**src/rtl/ookenc_pkg.sv**
```systemverilog
// Package for the OOK remote frame encoder: phase and status codes, frame constants.
package ookenc_pkg;

    typedef enum logic [1:0] {
        PH_IDLE = 2'd0,
        PH_SYNC = 2'd1,
        PH_DATA = 2'd2
    } phase_t;

    typedef enum logic [1:0] {
        ST_OK       = 2'd0,
        ST_BAD_WRAP = 2'd1,
        ST_BAND     = 2'd2,
        ST_BUSY     = 2'd3
    } status_t;

    localparam logic [7:0]  HEADER_OK      = 8'hFD;
    localparam logic [7:0]  END_OK         = 8'hDF;
    localparam logic [7:0]  BAND_433       = 8'hF4;
    localparam logic [15:0] UNIT_TICKS_RST = 16'd320;
    localparam logic [4:0]  SYNC_LOW_UNITS = 5'd24;
    localparam logic [4:0]  FRAME_BITS     = 5'd24;
    localparam int          FRAME_W        = 24;

    localparam logic        CFG_UNIT_TICKS = 1'b0;

endpackage

```
**src/rtl/ook_remote_frame_encoder.sv**
```systemverilog
// OOK remote frame encoder: command check, pulse-width waveform sequencer, result register.
//
//  channel | direction | handshake              | payload
//  --------+-----------+------------------------+--------------------------------------------
//  in      | in        | in_valid / in_ready    | func header freq_code repeat_count address
//          |           |                        | key_value end_marker
//  out     | out       | out_valid / out_ready  | pin_level busy_res status
//  cfg     | in        | psel penable pwrite    | paddr pwdata prdata (unit_ticks at 0x0)
//
// One transaction per cycle unless the output stalls: the sequencer state advances at the
// accepting edge and the result is held in the output register, visible the next cycle.
// in_ready is high while the output register is empty or being drained.
// A stalled output holds its result and blocks further input only then.
// rst_n clears all control state; unit_ticks resets to 320.
module ook_remote_frame_encoder
    import ookenc_pkg::*;
(
    input  logic        clk,
    input  logic        rst_n,

    input  logic        in_valid,
    output logic        in_ready,
    input  logic        func,
    input  logic [7:0]  header,
    input  logic [7:0]  freq_code,
    input  logic [7:0]  repeat_count,
    input  logic [15:0] address,
    input  logic [7:0]  key_value,
    input  logic [7:0]  end_marker,

    output logic        out_valid,
    input  logic        out_ready,
    output logic        pin_level,
    output logic        busy_res,
    output logic [1:0]  status,

    input  logic        psel,
    input  logic        penable,
    input  logic        pwrite,
    input  logic [2:0]  paddr,
    input  logic [31:0] pwdata,
    output logic [31:0] prdata,
    output logic        pready
);

    logic [15:0]        unit_ticks_reg;
    logic [FRAME_W-1:0] frame_shift_reg, frame_shift_next;
    logic [FRAME_W-1:0] saved_frame_reg, saved_frame_next;
    logic [4:0]         bits_left_reg, bits_left_next;
    phase_t             phase_reg, phase_next;
    logic               high_part_reg, high_part_next;
    logic [4:0]         units_left_reg, units_left_next;
    logic [15:0]        tick_prescale_reg, tick_prescale_next;
    logic [7:0]         repeats_left_reg, repeats_left_next;

    logic               out_valid_reg;
    logic               pin_level_reg, pin_level_next;
    logic               busy_res_reg, busy_res_next;
    status_t            status_reg, status_next;

    logic               accept;
    logic               busy;
    logic [15:0]        limit;
    logic [15:0]        presc_inc;
    logic [4:0]         units_dec;
    logic [4:0]         bits_dec;
    logic [7:0]         reps_dec;
    logic [FRAME_W-1:0] shifted;
    logic               cfg_write;

    assign pready    = 1'b1;
    assign cfg_write = psel && penable && pwrite && pready;
    assign prdata    = (paddr[2] == CFG_UNIT_TICKS) ? {16'd0, unit_ticks_reg} : 32'd0;

    always_ff @(posedge clk or negedge rst_n)
    begin
        if (!rst_n)
        begin
            unit_ticks_reg <= UNIT_TICKS_RST;
        end
        else if (cfg_write && paddr[2] == CFG_UNIT_TICKS)
        begin
            unit_ticks_reg <= pwdata[15:0];
        end
    end

    assign in_ready = !out_valid_reg || out_ready;
    assign accept   = in_valid && in_ready;
    assign busy     = (phase_reg != PH_IDLE);

    assign limit     = (unit_ticks_reg == 16'd0) ? 16'd1 : unit_ticks_reg;
    assign presc_inc = tick_prescale_reg + 16'd1;
    assign units_dec = units_left_reg - 5'd1;
    assign bits_dec  = bits_left_reg - 5'd1;
    assign reps_dec  = repeats_left_reg - 8'd1;
    assign shifted   = {frame_shift_reg[FRAME_W-2:0], 1'b0};

    always_comb
    begin
        frame_shift_next   = frame_shift_reg;
        saved_frame_next   = saved_frame_reg;
        bits_left_next     = bits_left_reg;
        phase_next         = phase_reg;
        high_part_next     = high_part_reg;
        units_left_next    = units_left_reg;
        tick_prescale_next = tick_prescale_reg;
        repeats_left_next  = repeats_left_reg;
        status_next        = ST_OK;

        if (!func)
        begin
            if (busy)
            begin
                if (presc_inc < limit)
                begin
                    tick_prescale_next = presc_inc;
                end
                else
                begin
                    tick_prescale_next = 16'd0;
                    units_left_next    = units_dec;
                    if (units_dec == 5'd0)
                    begin
                        if (high_part_reg)
                        begin
                            high_part_next = 1'b0;
                            if (phase_reg == PH_SYNC)
                                units_left_next = SYNC_LOW_UNITS;
                            else
                                units_left_next = frame_shift_reg[FRAME_W-1] ? 5'd1 : 5'd2;
                        end
                        else if (phase_reg == PH_SYNC)
                        begin
                            phase_next      = PH_DATA;
                            bits_left_next  = FRAME_BITS;
                            high_part_next  = 1'b1;
                            units_left_next = frame_shift_reg[FRAME_W-1] ? 5'd2 : 5'd1;
                        end
                        else
                        begin
                            frame_shift_next = shifted;
                            bits_left_next   = bits_dec;
                            if (bits_dec != 5'd0)
                            begin
                                high_part_next  = 1'b1;
                                units_left_next = shifted[FRAME_W-1] ? 5'd2 : 5'd1;
                            end
                            else
                            begin
                                repeats_left_next = reps_dec;
                                if (reps_dec != 8'd0)
                                begin
                                    frame_shift_next   = saved_frame_reg;
                                    phase_next         = PH_SYNC;
                                    high_part_next     = 1'b1;
                                    units_left_next    = 5'd1;
                                    tick_prescale_next = 16'd0;
                                end
                                else
                                begin
                                    phase_next       = PH_IDLE;
                                    high_part_next   = 1'b0;
                                    units_left_next  = 5'd0;
                                    frame_shift_next = '0;
                                end
                            end
                        end
                    end
                end
            end
        end
        else
        begin
            if (busy)
            begin
                status_next = ST_BUSY;
            end
            else if (header != HEADER_OK || end_marker != END_OK)
            begin
                status_next = ST_BAD_WRAP;
            end
            else if (freq_code != BAND_433)
            begin
                status_next = ST_BAND;
            end
            else if (repeat_count != 8'd0)
            begin
                saved_frame_next   = {address, key_value};
                frame_shift_next   = {address, key_value};
                repeats_left_next  = repeat_count;
                bits_left_next     = 5'd0;
                phase_next         = PH_SYNC;
                high_part_next     = 1'b1;
                units_left_next    = 5'd1;
                tick_prescale_next = 16'd0;
            end
        end
    end

    always_comb
    begin
        if (!func)
        begin
            pin_level_next = busy && high_part_reg;
            busy_res_next  = busy;
        end
        else
        begin
            pin_level_next = 1'b0;
            busy_res_next  = (phase_next != PH_IDLE);
        end
    end

    always_ff @(posedge clk or negedge rst_n)
    begin
        if (!rst_n)
        begin
            frame_shift_reg   <= '0;
            saved_frame_reg   <= '0;
            bits_left_reg     <= 5'd0;
            phase_reg         <= PH_IDLE;
            high_part_reg     <= 1'b0;
            units_left_reg    <= 5'd0;
            tick_prescale_reg <= 16'd0;
            repeats_left_reg  <= 8'd0;
        end
        else if (accept)
        begin
            frame_shift_reg   <= frame_shift_next;
            saved_frame_reg   <= saved_frame_next;
            bits_left_reg     <= bits_left_next;
            phase_reg         <= phase_next;
            high_part_reg     <= high_part_next;
            units_left_reg    <= units_left_next;
            tick_prescale_reg <= tick_prescale_next;
            repeats_left_reg  <= repeats_left_next;
        end
    end

    always_ff @(posedge clk or negedge rst_n)
    begin
        if (!rst_n)
        begin
            out_valid_reg <= 1'b0;
        end
        else if (in_ready)
        begin
            out_valid_reg <= in_valid;
        end
    end

    always_ff @(posedge clk)
    begin
        if (accept)
        begin
            pin_level_reg <= pin_level_next;
            busy_res_reg  <= busy_res_next;
            status_reg    <= status_next;
        end
    end

    assign out_valid = out_valid_reg;
    assign pin_level = pin_level_reg;
    assign busy_res  = busy_res_reg;
    assign status    = status_reg;

    // idle means no pending part
    a_idle_clean: assert property (@(posedge clk) disable iff (!rst_n)
        (phase_reg == PH_IDLE) |-> (!high_part_reg && units_left_reg == 5'd0))
        else $error("idle phase with pending part");

    a_busy_reps: assert property (@(posedge clk) disable iff (!rst_n)
        (phase_reg != PH_IDLE) |-> (repeats_left_reg != 8'd0 && units_left_reg != 5'd0))
        else $error("active phase without repeats or units");

    a_reject_busy: assert property (@(posedge clk) disable iff (!rst_n)
        (out_valid_reg && status_reg == ST_BUSY) |-> busy_res_reg)
        else $error("busy reject reported while idle");

    a_pin_idle: assert property (@(posedge clk) disable iff (!rst_n)
        (out_valid_reg && !busy_res_reg) |-> !pin_level_reg)
        else $error("pin driven while idle");

    a_hold: assert property (@(posedge clk) disable iff (!rst_n)
        !accept |=> $stable(phase_reg) && $stable(frame_shift_reg))
        else $error("sequencer moved without a transaction");

endmodule

```
**config.mk**
```make
export PLATFORM = sky130hd
export DESIGN_NAME = ook_remote_frame_encoder
export DESIGN_NICKNAME = d
export VERILOG_FILES = /design/src/rtl/ookenc_pkg.sv /design/src/rtl/ook_remote_frame_encoder.sv
export SDC_FILE = /design/constraint.sdc
export NUM_CORES = 1
export LEC_CHECK = 0
export BUFFER_PORTS_ARGS = -buffer_cell sky130_fd_sc_hd__buf_2
export CAP_MARGIN = 15
export CORE_UTILIZATION = 25
export CTS_BUF_LIST = sky130_fd_sc_hd__clkbuf_8
export DETAILED_ROUTE_END_ITERATION = 12
export GPL_ROUTABILITY_DRIVEN = 0
export REMOVE_ABC_BUFFERS = 1
export SKIP_LAST_GASP = 1
export SYNTH_ARGS = -nofsm -noshare
export SYNTH_HDL_FRONTEND = slang
export SYNTH_SLANG_ARGS = --single-unit
```
**constraint.sdc**
```tcl
create_clock -name clk -period 3.3 [get_ports clk]
set_input_delay 0 -clock clk [delete_from_list [all_inputs] [get_ports clk]]
set_output_delay 0 -clock clk [all_outputs]
set_load 0.05 [all_outputs]
```
==> key figures <==
Routing
  • Final WL: 15.9 mm
  • Remaining antenna violation count: 0
  • First-pass DRT Iterations: 5
  • Per-cell routed wire length: between 10 and 15 µm
  • Vias post-DR: 5406
  • Residual DRC count: 0
  • Initial DRC count: about 280
  • Vias per inst: 4.72

Floorplan
  • Die Ht: between 150 and 200 µm
  • Core ar.: 23700 µm²
  • Initial Util: 0.257
  • Row count: 56
  • I/O pins: 138
  • Die area: 25000 µm²
  • Die Wd: between 150 and 200 µm

GRT
  • First-pass GRT wire length: approximately 26 mm
  • Grt total ovfl: 0
  • Largest net degree at the start of global routing: 46
  • Vias in the first global route: 5188
  • GRT Util Overall: 0.130
  • Number of antenna violations at the first check in global routing: 0

Synth
  • Mapped Avg Cell Area: 9.63 µm²
  • Warnings from Yosys: 0
  • Post-synth top flop: dfrtp_1
  • Number of synthesized flops with an enable pin: 4
  • Register bit total from synthesis: 106
  • Post-Syn Area: 6080 µm²
  • Mapped Cells: around 630
  • Count of cell types in the netlist: 65
  • Top cells by area, synth: dfrtp_1 (41%), mux2_2 (7.4%), ha_1 (4.5%)
  • Sequential share of the synthesized area: 0.440
  • Ys async rst share: 0.962
  • Synth area leader: dfrtp_1
  • Top cell type's share of synthesized area: 0.411

Job
  • Max Cap Viol: 0

Min path
  • Hold path depth: 3
  • Hold_sp: repeat_count[0]
  • Worst min path class: primary input to register
  • Worst min-delay path endpoint: repeats_left_reg[0]

Timing
  • Final setup fails: slightly above 40
  • Final Hold Viols: 0
  • Slew headroom: 0.428
  • Tmin final: roughly 3.4 ns
  • Worst slew pin tran: 0.853 ns
  • PnR worst setup slack: -0.135 ns
  • Final Cycle Share: 1.04
  • RSZ-0062 raised after global routing: yes
  • Slew Viols, Final: 0
  • Peak Freq: 0.291 GHz
  • Final Skew: 0.0258 ns
  • Setup TNS: -2.84 ns

Finish
  • Final net count: 943
  • Ant diodes: 0
  • Layout area overhead: 34.7%
  • Layout cells sized above 1: 0.319

Setup path
  • WP data arrival: 3.73 ns
  • Reg2Reg Depth: 17
  • Critical path class: register to register
  • Worst Setup Start Kind: register
  • R2R Path Start: tick_prescale_reg[0]
  • CP endpoint kind: register
  • CP Data Required Time: 3.60 ns
  • Critical Path Fanout Max: 8
  • Reg2reg end: frame_shift_reg[20]
  • Worst reg2reg setup slack: -0.13 ns

CTS
  • CTS tree: built
  • TritonCTS buffer count: 9
  • Worst-Skew Late Latency: 0.40 ns
  • Root Driver: clkbuf_8
  • Worst-path clk slew: 0.12 ns
  • Clock sinks: 106
  • CTS H-Tree Depth: 3
  • Buffers from clock root to sink, at most: 2

Run status
  • Failing checks: setup timing
  • Status: complete, but fails checks

Power
  • Pleak: between 0.003 and 0.004 µW
  • Worst IR drop on VDD: 0.000191 V
  • Power per cell area: 345 nW/µm²
  • Total power: 2820 µW

Placed design
  • Hpwl dp: around 11 mm
  • Count of buffers from port buffering: 102
-- synth_stat cells, drive strengths merged (3+ instances only) --
cell     instances
o21ai           34
o211ai           3
edfxtp           4
a31oi            4
nand4           15
nand2           68
dfrtp          100
o311a            3
a211oi           5
a221oi          26
xor2             6
buf             28
a21o             3
nand2b           9
a21oi           19
nor3            10
o31ai           27
a211o            3
nor2            60
o2111ai          3
clkbuf          23
and3             6
mux2            40
nor2b            9
xnor2           12
ha              22
a311o            3
nand3           11
inv             28
nor4            12
o22a             4
nand4b           4
-- cell type report --
type / instances / area (µm²)
clock inverter: 6 / 67.6
tap: 319 / 399
timing repair buffer: 215 / 1580
multi-input combinational: 462 / 3230
fill: 2448 / 15500
inverter: 28 / 105
sequential: 106 / 2680
clock buffer: 10 / 138
-- cells by family (layout without fill, tap and decap cells) --
group                      Yosys count  in the layout  share of synthesized area
other                                2             17                    0.00123
and+or+nand+nor                    216            216                      0.173
DFF                                106            106                      0.440
xor gates and xnor gates            18             18                     0.0259
buffers and inverters               79            259                     0.0623
AOI/OAI and AO/OA                  149            149                      0.179
adders and majority gates           22             22                     0.0452
muxes                               40             40                     0.0740
-- per-stage QoR --
stage / instance area [µm²] / util / cells / hold WS (ns) / setup WS, ns
finish: 8190 / 0.346 / 1146 / 0.0218 / -0.135
global route: 8190 / 0.346 / 1146 / 0.0182 / -0.294
global placement: 7160 / 0.302 / 1065 / 0.0448 / -0.145
detailed placement: 7160 / 0.302 / 1065 / 0.0450 / -0.207
CTS: 8000 / 0.338 / 1137 / 0.00300 / -0.0248
floorplan: 5870 / - / 596 / -0.296 / -0.861
-- layout by cell type, fill, tap and decap left out, drive strengths merged, types with 12 or more instances in the layout --
cell type and count:
xnor2 12, o31ai 27, nand2 68, mux2 40, nand4 15, inv 32, dfrtp 100, nor2 60
nor4 12, dlygate4sd3 49, a21oi 19, buf 163, clkbuf 12, a221oi 26, conb 17, ha 22
o21ai 34
-- critical path: stages, from the launching register on --
cell and delay [ns]:
dfrtp_1 0.38, buf_6 0.11, nand4_1 0.14, nor3_2 0.19, and2_4 0.21, nand4_1 0.15, xnor2_2 0.18, ha_1 0.30
nand4_1 0.12, or3_4 0.39, a211o_1 0.27, o211ai_1 0.11, buf_4 0.16, a31oi_4 0.14, buf_12 0.21, clkbuf_16 0.16
nand2_2 0.07, o31ai_2 0.05
-- repair_timing --
| item | 4_1_cts | 5_1_grt |
|---|---|---|
| endpoints found under the hold margin | 114 | 0 |
| gates cloned | 1 | 3 |
| endpoints found under the setup margin | 51 | 54 |
| pin swaps | 13 | 11 |
| hold buffers | 49 | 0 |
| gates resized for setup | 15 | 26 |
| setup buffers | 6 | 6 |
-- metal layers --
layer / track usage / vias to the layer above / wire length, µm
met5: 0 / - / 0
li1: - / 2652 / -
met1: 0.170 / 2633 / 7330
met3: 0.0145 / 17 / 446
met2: 0.218 / 104 / 7840
met4: 0.0517 / 0 / 282
-- worst max path at each step --
stage	from	end	slack, ns	depth (start not counted)
floorplan	tick_prescale_reg[0]	phase_reg[0]	-0.86	14
global placement	tick_prescale_reg[0]	repeats_left_reg[1]	-0.15	14
detailed placement	tick_prescale_reg[2]	frame_shift_reg[6]	-0.21	13
CTS	tick_prescale_reg[0]	frame_shift_reg[9]	-0.02	18
global route	tick_prescale_reg[0]	frame_shift_reg[20]	-0.29	17
finish	tick_prescale_reg[0]	frame_shift_reg[20]	-0.13	17
-- where the power goes --
part / internal, µW / switching, µW / leakage (µW)
Clock: 322 / 525 / 0.000106
Combinational: 221 / 363 / 0.00227
Sequential: 1360 / 35.4 / 0.00141
Total: 1900 / 923 / 0.00379
Note: power is estimated with default switching activity, not from simulation.
